--- src/design/efr_pkg.sv ---
// ----------------------------------------------------------------------------
// Escaped frame receiver package
// Framing codes, sizes, result type and the CRC-16/XMODEM byte update.
// ----------------------------------------------------------------------------
package efr_pkg;

	localparam int unsigned BUFFER_BYTES = 256;
	localparam int unsigned FILL_W       = $clog2(BUFFER_BYTES + 1);

	localparam logic [7:0] START_BYTE   = 8'hF1;
	localparam logic [7:0] ESCAPE_BYTE  = 8'hF2;
	localparam logic [7:0] START_ALIAS  = 8'h0E;
	localparam logic [7:0] ESCAPE_ALIAS = 8'h0D;

	// header is positions 0..4, CRC covers 1..size+4
	localparam logic [FILL_W-1:0] POS_HEADER = FILL_W'(1);
	localparam logic [FILL_W-1:0] POS_KIND   = FILL_W'(2);
	localparam logic [FILL_W-1:0] POS_NUMBER = FILL_W'(3);
	localparam logic [FILL_W-1:0] POS_LENGTH = FILL_W'(4);
	localparam logic [FILL_W-1:0] POS_DATA   = FILL_W'(5);

	localparam logic [15:0] CRC_POLY = 16'h1021;

	typedef struct packed {
		logic       has_result;
		logic [7:0] stored_byte;
		logic [7:0] byte_position;
		logic       is_payload;
		logic       frame_done;
		logic       crc_ok;
		logic [7:0] header_field;
		logic [7:0] message_kind;
		logic [7:0] message_number;
		logic [7:0] payload_length;
	} result_t;

	// MSB-first CRC-16, one byte per call
	function automatic logic [15:0] crc_byte(input logic [15:0] crc, input logic [7:0] b);
		logic [15:0] c;
		c = crc ^ {b, 8'h00};
		for (int i = 0; i < 8; i++) begin
			c = c[15] ? ((c << 1) ^ CRC_POLY) : (c << 1);
		end
		return c;
	endfunction

endpackage

--- src/design/efr_frame_core.sv ---
// ----------------------------------------------------------------------------
// Escaped frame receiver core
// Frame state (fill count, escape flag, running CRC, header fields) and the
// per-byte unescape, position and CRC logic.
// ----------------------------------------------------------------------------
module efr_frame_core (
	input  logic                  clk,
	input  logic                  arst_n,
	input  logic                  step,
	input  logic [7:0]            byte_in,
	input  logic [15:0]           crc_seed_q,
	output efr_pkg::result_t      res
);

	logic [efr_pkg::FILL_W-1:0] fill_q;
	logic                       escape_q;
	logic [15:0]                crc_q;
	logic [7:0]                 header_q, kind_q, number_q, length_q, crc_hi_q;

	logic                       is_esc, restart, in_crc, payload, done, at_crc_hi;
	logic [7:0]                 b;
	logic [efr_pkg::FILL_W-1:0] pos;
	logic [15:0]                crc_base, crc_next;
	logic [efr_pkg::FILL_W:0]   pos_x, len_x;

	always_comb begin
		is_esc  = (byte_in == efr_pkg::ESCAPE_BYTE);
		restart = (byte_in == efr_pkg::START_BYTE) ||
			(fill_q >= efr_pkg::FILL_W'(efr_pkg::BUFFER_BYTES));

		// a restart drops any pending escape
		b = byte_in;
		if (escape_q && !restart) begin
			if (byte_in == efr_pkg::START_ALIAS)
				b = efr_pkg::START_BYTE;
			else if (byte_in == efr_pkg::ESCAPE_ALIAS)
				b = efr_pkg::ESCAPE_BYTE;
		end

		pos      = restart ? '0 : fill_q;
		crc_base = restart ? crc_seed_q : crc_q;

		pos_x = {1'b0, pos};
		len_x = (efr_pkg::FILL_W + 1)'(length_q);

		payload   = (pos >= efr_pkg::POS_DATA) && (pos_x <= len_x + 4);
		at_crc_hi = (pos >= efr_pkg::POS_DATA) && (pos_x == len_x + 5);
		done      = (pos >= efr_pkg::POS_DATA) && (pos_x == len_x + 6);
		in_crc    = payload || ((pos >= efr_pkg::POS_HEADER) && (pos < efr_pkg::POS_DATA));
		crc_next  = efr_pkg::crc_byte(crc_base, b);

		res.has_result     = !is_esc;
		res.stored_byte    = b;
		res.byte_position  = pos[7:0];
		res.is_payload     = payload;
		res.frame_done     = done;
		res.crc_ok         = done && ({crc_hi_q, b} == crc_base);
		res.header_field   = done ? header_q : 8'h00;
		res.message_kind   = done ? kind_q   : 8'h00;
		res.message_number = done ? number_q : 8'h00;
		res.payload_length = done ? length_q : 8'h00;
	end

	always_ff @(posedge clk or negedge arst_n) begin
		if (!arst_n) begin
			fill_q   <= '0;
			escape_q <= 1'b0;
			crc_q    <= '0;
			header_q <= '0;
			kind_q   <= '0;
			number_q <= '0;
			length_q <= '0;
			crc_hi_q <= '0;
		end else if (step) begin
			if (is_esc) begin
				escape_q <= 1'b1;
			end else begin
				escape_q <= 1'b0;
				fill_q   <= done ? '0 : pos + 1'b1;
				if (done)
					crc_q <= crc_seed_q;
				else if (in_crc)
					crc_q <= crc_next;
				else
					crc_q <= crc_base;
				if (pos == efr_pkg::POS_HEADER) header_q <= b;
				if (pos == efr_pkg::POS_KIND)   kind_q   <= b;
				if (pos == efr_pkg::POS_NUMBER) number_q <= b;
				if (pos == efr_pkg::POS_LENGTH) length_q <= b;
				if (at_crc_hi)                  crc_hi_q <= b;
			end
		end
	end

endmodule

--- src/design/escaped_frame_receiver_crc_check.sv ---
// ----------------------------------------------------------------------------
// Escaped frame receiver with CRC-16/XMODEM check
// Rebuilds byte-stuffed frames from a link byte stream and checks their CRC.
//
// One link byte is taken per request on the input channel, one byte per clock
// sustained while the output register is free or being drained. A byte is
// registered on acceptance, then unescaped and scored against the frame state,
// and its result is loaded into the output register once that register is
// free or being drained. The rate is set by the frame state update (position,
// escape flag and the unrolled 8-bit CRC step). While a result
// waits in the output register, stage 1 takes one more byte and the input
// then stalls until the result is taken. An escape byte (0xF2) gives no
// result; every other byte gives one, tagged with its frame position. A
// start byte (0xF1) or a full buffer restarts the frame at position 0. The
// byte that completes a frame (position size+6) carries frame_done, crc_ok
// and the four header fields; these are zero on all other results. A write
// of crc_seed takes effect at the next frame start and is only to be made
// while the block is idle.
// ----------------------------------------------------------------------------
module escaped_frame_receiver_crc_check (
	input  logic        clk,
	input  logic        arst_n,

	// configuration write channel
	input  logic        cfg_valid,
	output logic        cfg_ready,
	input  logic [15:0] crc_seed,

	// link byte input
	input  logic        in_valid,
	output logic        in_ready,
	input  logic [7:0]  link_byte,

	// result output
	output logic        out_valid,
	input  logic        out_ready,
	output logic [7:0]  stored_byte,
	output logic [7:0]  byte_position,
	output logic        is_payload,
	output logic        frame_done,
	output logic        crc_ok,
	output logic [7:0]  header_field,
	output logic [7:0]  message_kind,
	output logic [7:0]  message_number,
	output logic [7:0]  payload_length
);

	logic [15:0]      crc_seed_q;
	logic             valid_s1;
	logic [7:0]       byte_s1;
	logic             advance;
	logic             out_valid_q;
	efr_pkg::result_t res;
	efr_pkg::result_t out_q;

	// seed register: always writable, used at each frame start
	assign cfg_ready = 1'b1;

	always_ff @(posedge clk or negedge arst_n) begin
		if (!arst_n)
			crc_seed_q <= '0;
		else if (cfg_valid && cfg_ready)
			crc_seed_q <= crc_seed;
	end

	// stage 1 moves on once the output register is free or being drained
	assign advance  = valid_s1 && (!out_valid_q || out_ready);
	assign in_ready = !valid_s1 || advance;

	always_ff @(posedge clk or negedge arst_n) begin
		if (!arst_n)
			valid_s1 <= 1'b0;
		else if (in_valid && in_ready)
			valid_s1 <= 1'b1;
		else if (advance)
			valid_s1 <= 1'b0;
	end

	always_ff @(posedge clk) begin
		if (in_valid && in_ready)
			byte_s1 <= link_byte;
	end

	efr_frame_core u_core (
		.clk        (clk),
		.arst_n     (arst_n),
		.step       (advance),
		.byte_in    (byte_s1),
		.crc_seed_q (crc_seed_q),
		.res        (res)
	);

	// output register: loaded only for bytes that produce a result
	always_ff @(posedge clk or negedge arst_n) begin
		if (!arst_n)
			out_valid_q <= 1'b0;
		else if (advance && res.has_result)
			out_valid_q <= 1'b1;
		else if (out_ready)
			out_valid_q <= 1'b0;
	end

	always_ff @(posedge clk) begin
		if (advance && res.has_result)
			out_q <= res;
	end

	assign out_valid      = out_valid_q;
	assign stored_byte    = out_q.stored_byte;
	assign byte_position  = out_q.byte_position;
	assign is_payload     = out_q.is_payload;
	assign frame_done     = out_q.frame_done;
	assign crc_ok         = out_q.crc_ok;
	assign header_field   = out_q.header_field;
	assign message_kind   = out_q.message_kind;
	assign message_number = out_q.message_number;
	assign payload_length = out_q.payload_length;

endmodule

--- config.mk ---
export PLATFORM = sky130hd
export DESIGN_NAME = escaped_frame_receiver_crc_check
export DESIGN_NICKNAME = d
export VERILOG_FILES = /design/src/design/efr_pkg.sv /design/src/design/efr_frame_core.sv /design/src/design/escaped_frame_receiver_crc_check.sv
export SDC_FILE = /design/constraint.sdc
export NUM_CORES = 1
export LEC_CHECK = 0
export BUFFER_PORTS_ARGS = -buffer_cell sky130_fd_sc_hd__buf_2
export CELL_PAD_IN_SITES_DETAIL_PLACEMENT = 1
export CELL_PAD_IN_SITES_GLOBAL_PLACEMENT = 2
export CORE_MARGIN = 5
export CORE_UTILIZATION = 40
export DETAILED_ROUTE_END_ITERATION = 12
export PLACE_DENSITY = 0.85
export SLEW_MARGIN = 15
export SYNTH_ARGS = -nofsm -noshare
export SYNTH_HDL_FRONTEND = slang
export SYNTH_SLANG_ARGS = --single-unit
export TNS_END_PERCENT = 5
--- constraint.sdc ---
create_clock -name clk -period 6.7 [get_ports clk]
set_clock_uncertainty 0.05 [all_clocks]
set_input_delay 0.335 -clock clk [delete_from_list [all_inputs] [get_ports clk]]
set_output_delay 0.335 -clock clk [all_outputs]
set_load 0.02 [all_outputs]
; ---- Yosys cells after proc, flatten, opt, wreduce, memory -nomap -nowiden
; Cells that the tools add are included.
[totals]
reg_bits = 143
in_bits = 29
output_inout_bits = 54
elab_cells = 97
[op_classes]
add_sub_neg = 4
n_lt_le_gt_ge = 5
eq_ne = 11
muxes = 21
n_bitwise = 10
reduce_logical = 25
[op_table]
columns = cell, count
row1 = $mux W13, 8
row2 = $eq A9 B32 Y1, 2
row3 = $mux W16, 3
row4 = $le A9 B32 Y1, 1
row5 = $add A8 B3 Y9 const B, 3
row6 = $mux W8, 3
row7 = $not A3 Y3, 8
row8 = $eq A9 B2 Y1 const B, 2
row9 = $mux W9, 2
row10 = $eq A16 B16 Y1, 1
row11 = $eq A8 B4 Y1 const B, 2
row12 = $eq A8 B8 Y1 const B, 2
row13 = $xor A16 B16 Y16, 1
row14 = $reduce_and A3 Y1, 5
row15 = $add A9 B1 Y9 const B, 1
row16 = $eq A9 B1 Y1 const B, 1
row17 = $eq A9 B3 Y1 const B, 1
row18 = $ge A9 B1 Y1 const B, 1
row19 = $ge A9 B3 Y1 const B, 1
row20 = $ge A9 B9 Y1 const B, 1
row21 = $logic_and A1 B1 Y1, 9
row22 = $lt A9 B3 Y1 const B, 1
row23 = $mux W1, 5
row24 = $logic_not A1 Y1, 4
row25 = other kinds (4), 8

; ---- Depth between registers and ports, before layout
; Gate-level depths: netlist (run 1).
[logic_depth]
depth_word = 24
ltp_mapped = 17

; ---- Hierarchy
; Synthesis (run 1) repeated with hierarchy kept, for this count alone.
[unflattened]
hier_cells = 648
area_unflattened_um2 = 7534.7
[by_module_without_submodules]
columns = mod, n_inst, cells_each, area_each_um2, seq_area_each_um2
row1 = efr_frame_core, 1, 543, 5006.1, 1651.6
row2 = escaped_frame_receiver_crc_check, 1, 105, 2528.7, 2222.1

; ---- Worst setup path before layout (run 1)
; OpenSTA, ideal clock, no wires.
[synth_path]
path_kind = reg-to-reg
startpoint = reg byte_s1[5]
endpoint = reg u_core.crc_hi_q[0]
arrival_time_ns = 3.511
required_ns = 6.525
slack_ns = 3.015
stages_incl_launch_ff = 16
period_less_slack_ns = 3.685
path_cell_list = edfxtp_1 and4_1 clkbuf_1 a21oi_4 buf_6 buf_2 nand2_1 inv_1 ha_1 o31a_1 nor3_1 nand2b_1 nor4_1 nand4_1 nor4_4 mux2_2
[synth_rtl]
columns = item, line
row1 = start: declaration, escaped_frame_receiver_crc_check.sv:50  ; logic [7:0] byte_s1;
row2 = start signal: assignment, escaped_frame_receiver_crc_check.sv:81  ; byte_s1 <= link_byte;
row3 = end signal: assignment, efr_frame_core.sv:73  ; crc_hi_q <= '0;
row4 = end signal: assignment, efr_frame_core.sv:90  ; if (at_crc_hi) crc_hi_q <= b;
row5 = end: declaration, efr_frame_core.sv:18  ; logic [7:0] header_q, kind_q, number_q, length_q, crc_hi_q;

==> results of run 1 <==
==> timing repair <==
item                                   CTS  global route
hold buffers                             1             0
setup buffers                            0             0
gates resized for setup                  0             0
endpoints found under the hold margin   41             0
==> layout make-up <==
class / instances / share of cell area
Tap cell: 234 / 0.0336
Multi-Input combinational cell: 468 / 0.387
Clock buffer: 17 / 0.0488
Clock inverter: 15 / 0.0198
Inverter: 19 / 0.00818
Sequential cell: 143 / 0.444
Timing Repair Buffer: 94 / 0.0582
==> state kept, by name, summed over array words and instances, names as in the netlist <==
signal,cells
byte_position,8
stored_byte,8
u_core.length_q,8
u_core.fill_q,9
payload_length,8
is_payload,1
crc_ok,1
u_core.crc_hi_q,8
u_core.header_q,8
u_core.number_q,8
valid_s1,1
out_valid,1
frame_done,1
byte_s1,8
u_core.crc_q,16
message_number,8
crc_seed_q,16
u_core.kind_q,8
u_core.escape_q,1
header_field,8
message_kind,8
==> layer usage <==
metal | part of all wire | up-vias | track usage
met2 | 0.52 | 83 | 0.332
met5 | 0 | - | 0
met1 | 0.44 | 2661 | 0.230
met4 | 0.014 | 0 | 0.0489
li1 | - | 2517 | -
met3 | 0.024 | 17 | 0.0313
==> power groups by stage <==
stage / combinational, mW / clock [mW] / sequential [mW]
global route: 0.949 / 1.02 / 1.14
global placement: 0.855 / 0 / 1.13
CTS: 0.880 / 0.980 / 1.12
floorplan: 0.622 / 0 / 1.14
finish: 0.867 / 0.962 / 1.12
detailed placement: 0.872 / 0 / 1.14
==> through the flow <==
| stage | hold WS (ns) | std cells | instance area [um2] | utilization |
|---|---|---|---|---|
| CTS | 0.0404 | 990 | 8720 | 0.471 |
| detailed placement | 0.310 | 957 | 8110 | 0.438 |
| global placement | 0.298 | 957 | 8110 | 0.438 |
| global route | 0.0347 | 990 | 8720 | 0.471 |
| floorplan | -0.0106 | 668 | 7470 | - |
| finish | 0.0537 | 990 | 8720 | 0.471 |
==> layout by cell type (no fill, tap or decap), types with 4 or more instances in the layout <==
| cell type | synthesis | layout |
|---|---|---|
| o31ai_1 | 6 | 6 |
| nand4_1 | 6 | 6 |
| and3_1 | 5 | 5 |
| and2_1 | 36 | 36 |
| o21ai_0 | 39 | 39 |
| nor3_1 | 8 | 8 |
| buf_4 | 1 | 13 |
| buf_2 | 12 | 80 |
| nand3_1 | 9 | 9 |
| mux2i_1 | 18 | 18 |
| ha_1 | 17 | 17 |
| mux2_2 | 24 | 24 |
| nor2b_1 | 5 | 5 |
| edfxtp_1 | 59 | 59 |
| nor2_1 | 44 | 44 |
| a21oi_1 | 28 | 28 |
| dfrtp_1 | 84 | 84 |
| nand2_1 | 60 | 60 |
| a31oi_1 | 7 | 6 |
| a211o_1 | 7 | 7 |
| clkbuf_16 | 0 | 17 |
| a21o_1 | 4 | 4 |
| xnor2_1 | 39 | 39 |
| xnor3_1 | 9 | 9 |
| o31a_1 | 5 | 5 |
| a211oi_1 | 7 | 6 |
| inv_1 | 19 | 18 |
| inv_8 | 0 | 4 |
| nand2b_1 | 10 | 10 |
| nor3b_1 | 6 | 6 |
| xor2_1 | 16 | 16 |
| nor4_1 | 5 | 5 |
==> kinds of logic (layout without fill, tap and decap cells) <==
| logic type | count (synthesis) | after routing | share of synthesized area |
|---|---|---|---|
| simple gates | 219 | 219 | 0.158 |
| compound gates | 121 | 121 | 0.103 |
| flops | 143 | 143 | 0.519 |
| fa+ha+maj | 17 | 17 | 0.0285 |
| other cells | 2 | 2 | 0.00101 |
| mux | 42 | 42 | 0.0603 |
| xor+xnor | 67 | 67 | 0.0981 |
| buf+inv | 57 | 145 | 0.0322 |
==> worst min-delay path by stage <==
| stage | slack [ns] | endpoint | cells past startpoint | startpoint |
|---|---|---|---|---|
| 2_1_floorplan | -0.01 | crc_seed_q[0] | 0 | arst_n |
| 3_3_place_gp | 0.30 | u_core.kind_q[1] | 1 | arst_n |
| 3_5_place_dp | 0.31 | u_core.kind_q[2] | 1 | arst_n |
| 4_1_cts | 0.04 | byte_s1[5] | 1 | link_byte[5] |
| 5_1_grt | 0.03 | byte_s1[5] | 1 | link_byte[5] |
| 6_report | 0.05 | byte_s1[5] | 1 | link_byte[5] |
==> worst max-delay path, cell delays in order, from the launching register on <==
cell,delay [ns]
edfxtp_1,0.47
nor4b_4,0.51
a21oi_4,0.09
buf_4,0.28
and2_1,0.32
ha_1,0.35
nor2b_1,0.17
o311a_1,0.31
o211a_1,0.15
a211oi_2,0.65
or2_1,0.58
nor4_1,0.11
nor4b_1,0.29
==> key figures, run 1 <==
Pwr
  • Sequential power share: 0.380
  • Sw Ratio: 0.324
  • Post-layout total power: a little under 3 mW
  • Leak: 3.86 nW
  • Sw Pwr: approximately 0.96 mW
  • Internal power: ~2 mW
  • Peak supply drop: 0.196 mV
  • Clock Power Share: 0.326
  • Share of total power in combinational logic: 0.294
  • Pwr dens: around 340 mW/mm2

Final layout
  • Share of cells above drive strength 1: 0.210
  • Final nets: between 700 and 800
  • Footprint of the multi-input gates: about 0.0034 mm2
  • FF+latch area: 0.00387 mm2
  • # diodes: 0
  • FILL cells: slightly above 2,000
  • P&R area growth vs syn: 16.7%

Logic synthesis
  • Post-synthesis register bit count: roughly 140
  • Most common cell in the netlist: dfrtp_1
  • Post-synth top flop: dfrtp_1
  • Asr flop ratio synth: 0.587
  • Yosys top cell by area: dfrtp_1
  • Seq/Total Area, Yosys: 0.519
  • Yosys top cell area share: 0.281
  • Cells after Synth: around 670
  • Commonest cells in the netlist: dfrtp_1 (84), nand2_1 (60), edfxtp_1 (59)
  • Yosys warning total: 0
  • Syn Area/Cell: 11.2 um2
  • Synth top area cells: dfrtp_1 (28%), edfxtp_1 (24%), xnor2_1 (4.6%)
  • Post-synth cell types: between 60 and 70
  • Net Count, Synth: 714
  • Number of enable flip-flop cells after synthesis: about 60
  • Netlist Area Pre-Place: 0.00747 mm2

Floorplanning
  • Top Ports: 83
  • Core box area: approximately 0.019 mm2
  • Die area: 0.0215 mm2
  • Die W: roughly 150 um
  • DIE HEIGHT: 147 um
  • # rows: 50
  • Initial core utilization: 0.403

Place
  • Routability cong.: roughly 0.83
  • Pre-CTS setup slack: approximately 2.3 ns
  • # port buffers: 81
  • Detail Placement HPWL: ~14,000 um

Drt
  • DR vias/cell: 5.33
  • Initial DRT Pass Iterations: 4
  • Final WL: ~19,000 um
  • WL per Instance: just under 20 um
  • Via Count: approximately 5,300
  • DRC: 0
  • Initial DRC Count: about 290
  • Antenna viol nets, final: 0

Worst setup path
  • Reg-to-reg critical path endpoint: u_core.crc_q[5]
  • Crit Path Class: flip-flop to flip-flop
  • WP data required: 6.96 ns
  • Worst setup endpoint: u_core.crc_q[5]
  • Critical path fanouts, max: 28
  • CP arrival: approximately 4.7 ns
  • Worst reg-to-reg path cell count: 12
  • Type of origin of the critical path: flip-flop
  • Reg-to-reg startpoint: byte_s1[2]
  • Worst Setup SP: byte_s1[2]
  • Worst R2R Setup Slack: roughly 2.3 ns
  • Crit path capture type: flip-flop

Timing
  • RSZ-0062 raised after global routing: false
  • Slew headroom: 0.355
  • Final-report hold violation count: 0
  • Slew @ Worst Pin: about 0.97 ns
  • Crit path time final: approximately 4.4 ns
  • Final Max Tran Viols: 0
  • Worst Setup Slack, final: 2.26 ns
  • Max Fclk: 0.225 GHz
  • Final setup violating endpoints: 0
  • Final setup TNS: 0 ns
  • Period utilization: 0.663

Run status
  • Status: finished, final reports clean

Clock tree
  • CTS tree: done
  • Clk root buf: clkbuf_16
  • Clk Latency, worst-skew pair: about 0.41 ns
  • TritonCTS Buffers: 17
  • Worst-path clk slew: roughly 0.060 ns
  • CTS H-tree lvls: 4
  • Clock tree buffer depth: 2
  • Clock Sinks: between 100 and 150

Worst hold path
  • Hold Crit Class: input pin to flip-flop

GRT
  • Antenna violations before repair: 0
  • Vias in the first global route: between 5,000 and 6,000
  • Global-route wire length before repair: between 30,000 and 40,000 um
  • Largest net degree at the start of global routing: between 70 and 80
  • GRT Util Overall: 0.185
  • GRT overflow: 0

Job
  • Max Cap Viol: 0
Note: power is estimated with default switching activity, not from simulation.
==> run 2: changes to the inputs <==
Settings changed: CORE_UTILIZATION 40 to 39, PLACE_DENSITY 0.85 to 0.83.
Clock period 6.7 ns to 4.47 ns, I/O delays scaled along.
==> key figures, run 2 (same netlist as run 1, synthesis figures left out) <==
GRT
  • Antenna violations before repair: 0
  • Largest net degree at the start of global routing: 45
  • Global-route wire length before repair: 34,100 um
  • GRT overflow: 0
  • Vias in the first global route: 6,102
  • GRT Util Overall: 0.200

Floorplanning
  • # rows: 50
  • Core box area: 0.0188 mm2
  • Die W: between 100 and 150 um
  • Die area: between 0.02 and 0.025 mm2
  • Top Ports: 83
  • Initial core utilization: 0.398
  • DIE HEIGHT: roughly 150 um

Timing
  • RSZ-0062 raised after global routing: false
  • Final Max Tran Viols: 0
  • Final setup violating endpoints: 0
  • Final-report hold violation count: 0
  • Crit path time final: 4.04 ns
  • Period utilization: 0.903
  • Slew @ Worst Pin: ~0.72 ns
  • Max Fclk: around 0.25 GHz
  • Final setup TNS: 0 ns
  • Slew headroom: 0.515
  • Worst Setup Slack, final: between 0.4 and 0.5 ns
  • Worst hold margin: around 0.11 ns

Worst setup path
  • Largest stage delay, worst path: roughly 0.57 ns
  • Crit Path Class: flip-flop to flip-flop
  • Type of origin of the critical path: flip-flop
  • Critical path fanouts, max: 15
  • WP data required: between 4 and 5 ns
  • Critical-path top delay cell: or2_1
  • Crit path cell chain: nor4b_4 -> a21oi_4 -> buf_4 -> nand2_1 -> inv_1 -> ha_1 -> and4_1 -> a211oi_1 -> o21ai_0 -> a211oi_1 -> or2_1 -> nor4_1 -> nor4b_1
  • Crit path capture type: flip-flop
  • CP most frequent cell: a211oi_1
  • CP arrival: between 4 and 5 ns

Drt
  • DRC: 0
  • Max layer used: met4
  • WL per Instance: approximately 21 um
  • Final WL: 21,200 um
  • Via Count: about 5,500
  • DR vias/cell: roughly 5.4
  • Met2 Routed Length: 11,100 um
  • Initial DRT Pass Iterations: 6
  • Initial DRC Count: approximately 260
  • Antenna viol nets, final: 0
  • Post-route met1 wirelength: between 8000 and 9000 um
  • Wire length on met3: 672 um

Final layout
  • Most common cell after layout, fill and taps aside: dfrtp_1
  • Final nets: 819
  • Share of cells above drive strength 1: 0.206
  • # diodes: 0
  • Commonest cells after routing, fill and taps aside: dfrtp_1 (84), buf_2 (80), nand2_1 (60), edfxtp_1 (59), nor2_1 (44)
  • Top flop regs: crc_seed_q x16, u_core.crc_q x16, u_core.fill_q x9
  • P&R area growth vs syn: 20.1%
  • FILL cells: between 2,000 and 2,500
  • Non-filler cells, final: around 1,000

Clock tree
  • Clk Latency, worst-skew pair: 0.43 ns
  • Post-CTS Resized: 0
  • Clock Sinks: 143
  • Clk root buf: clkbuf_16
  • CTS tree: done
  • Clock tree buffer depth: 2
  • CTS H-tree lvls: 4
  • TritonCTS Buffers: 17
  • Worst-path clk slew: 0.06 ns

Pwr
  • Internal power: roughly 2.9 mW
  • Peak supply drop: ~0.31 mV
  • Pwr dens: approximately 490 mW/mm2
  • Post-layout total power: approximately 4.4 mW
  • Sequential power share: 0.385
  • Clock Power Share: 0.309
  • Sw Pwr: about 1.5 mW
  • Sw Ratio: 0.331
  • Share of total power in combinational logic: 0.306
  • Leak: ~4.0 nW

Place
  • Detail Placement HPWL: about 15,000 um
  • Routability cong.: about 0.87
  • Placed insts: between 900 and 1,000
  • # port buffers: 81
  • Pre-CTS setup slack: ~0.47 ns

Worst hold path
  • Hold Crit Class: input pin to flip-flop

Run status
  • Status: finished, final reports clean

Job
  • Max Cap Viol: 0
==> run 2: layout make-up <==
cell class                      count  area (um2)  area share
Multi-Input combinational cell    468        3370       0.376
Clock buffer                       19         443      0.0493
Tap cell                          234         293      0.0326
Timing Repair Buffer              124         808      0.0900
Clock inverter                     13         115      0.0128
Sequential cell                   143        3870       0.432
Inverter                           19        71.3     0.00795
==> run 2: worst paths after layout <==
kind	from	to	slack, ns	depth (start not counted)
min	out_ready	valid_s1	0.11	3
max reg2reg	byte_s1[2]	u_core.crc_q[5]	0.43	13
max in group asynchronous	arst_n	u_core.kind_q[0]	3.11	3
max	byte_s1[2]	u_core.crc_q[5]	0.43	13
min in group asynchronous	arst_n	crc_seed_q[15]	0.27	2
min reg2reg	u_core.header_q[7]	u_core.header_q[7]	0.43	2
==> run 2: power groups by stage <==
stage / logic (mW) / registers (mW) / clock network (mW)
final: 1.34 / 1.69 / 1.36
after global routing: 1.45 / 1.71 / 1.44
after CTS: 1.35 / 1.69 / 1.38
after detailed placement: 1.31 / 1.72 / 0
after global placement: 1.26 / 1.70 / 0
after floorplan: 0.932 / 1.72 / 0
==> run 2: timing repair <==
item                      in CTS  in global routing
setup buffers                  0                  0
hold endpoints to repair      66                  0
hold buffers                  26                  0
==> run 2: metrics by stage <==
| stage | utilization | cell area [um2] |
|---|---|---|
| floorplan | - | 7470 |
| detailed placement | 0.435 | 8160 |
| CTS | 0.478 | 8980 |
| global placement | 0.435 | 8160 |
| global route | 0.478 | 8980 |
| finish | 0.478 | 8980 |
==> run 2: critical path: cells and delay by family, from the launching register on <==
family                   cells  cell delay, ns
AO/OA/AOI/OAI                4            0.99
buffers and inverters        2            0.30
AND/OR/NAND/NOR              6            1.82
adder cells (fa/ha/maj)      1            0.31
flip-flops                   1            0.45
==> run 2: routing by layer <==
layer	up-vias	global-route usage
met1	2769	0.239
met5	-	0
met4	0	0.0855
met3	36	0.0350
met2	116	0.355
li1	2574	-
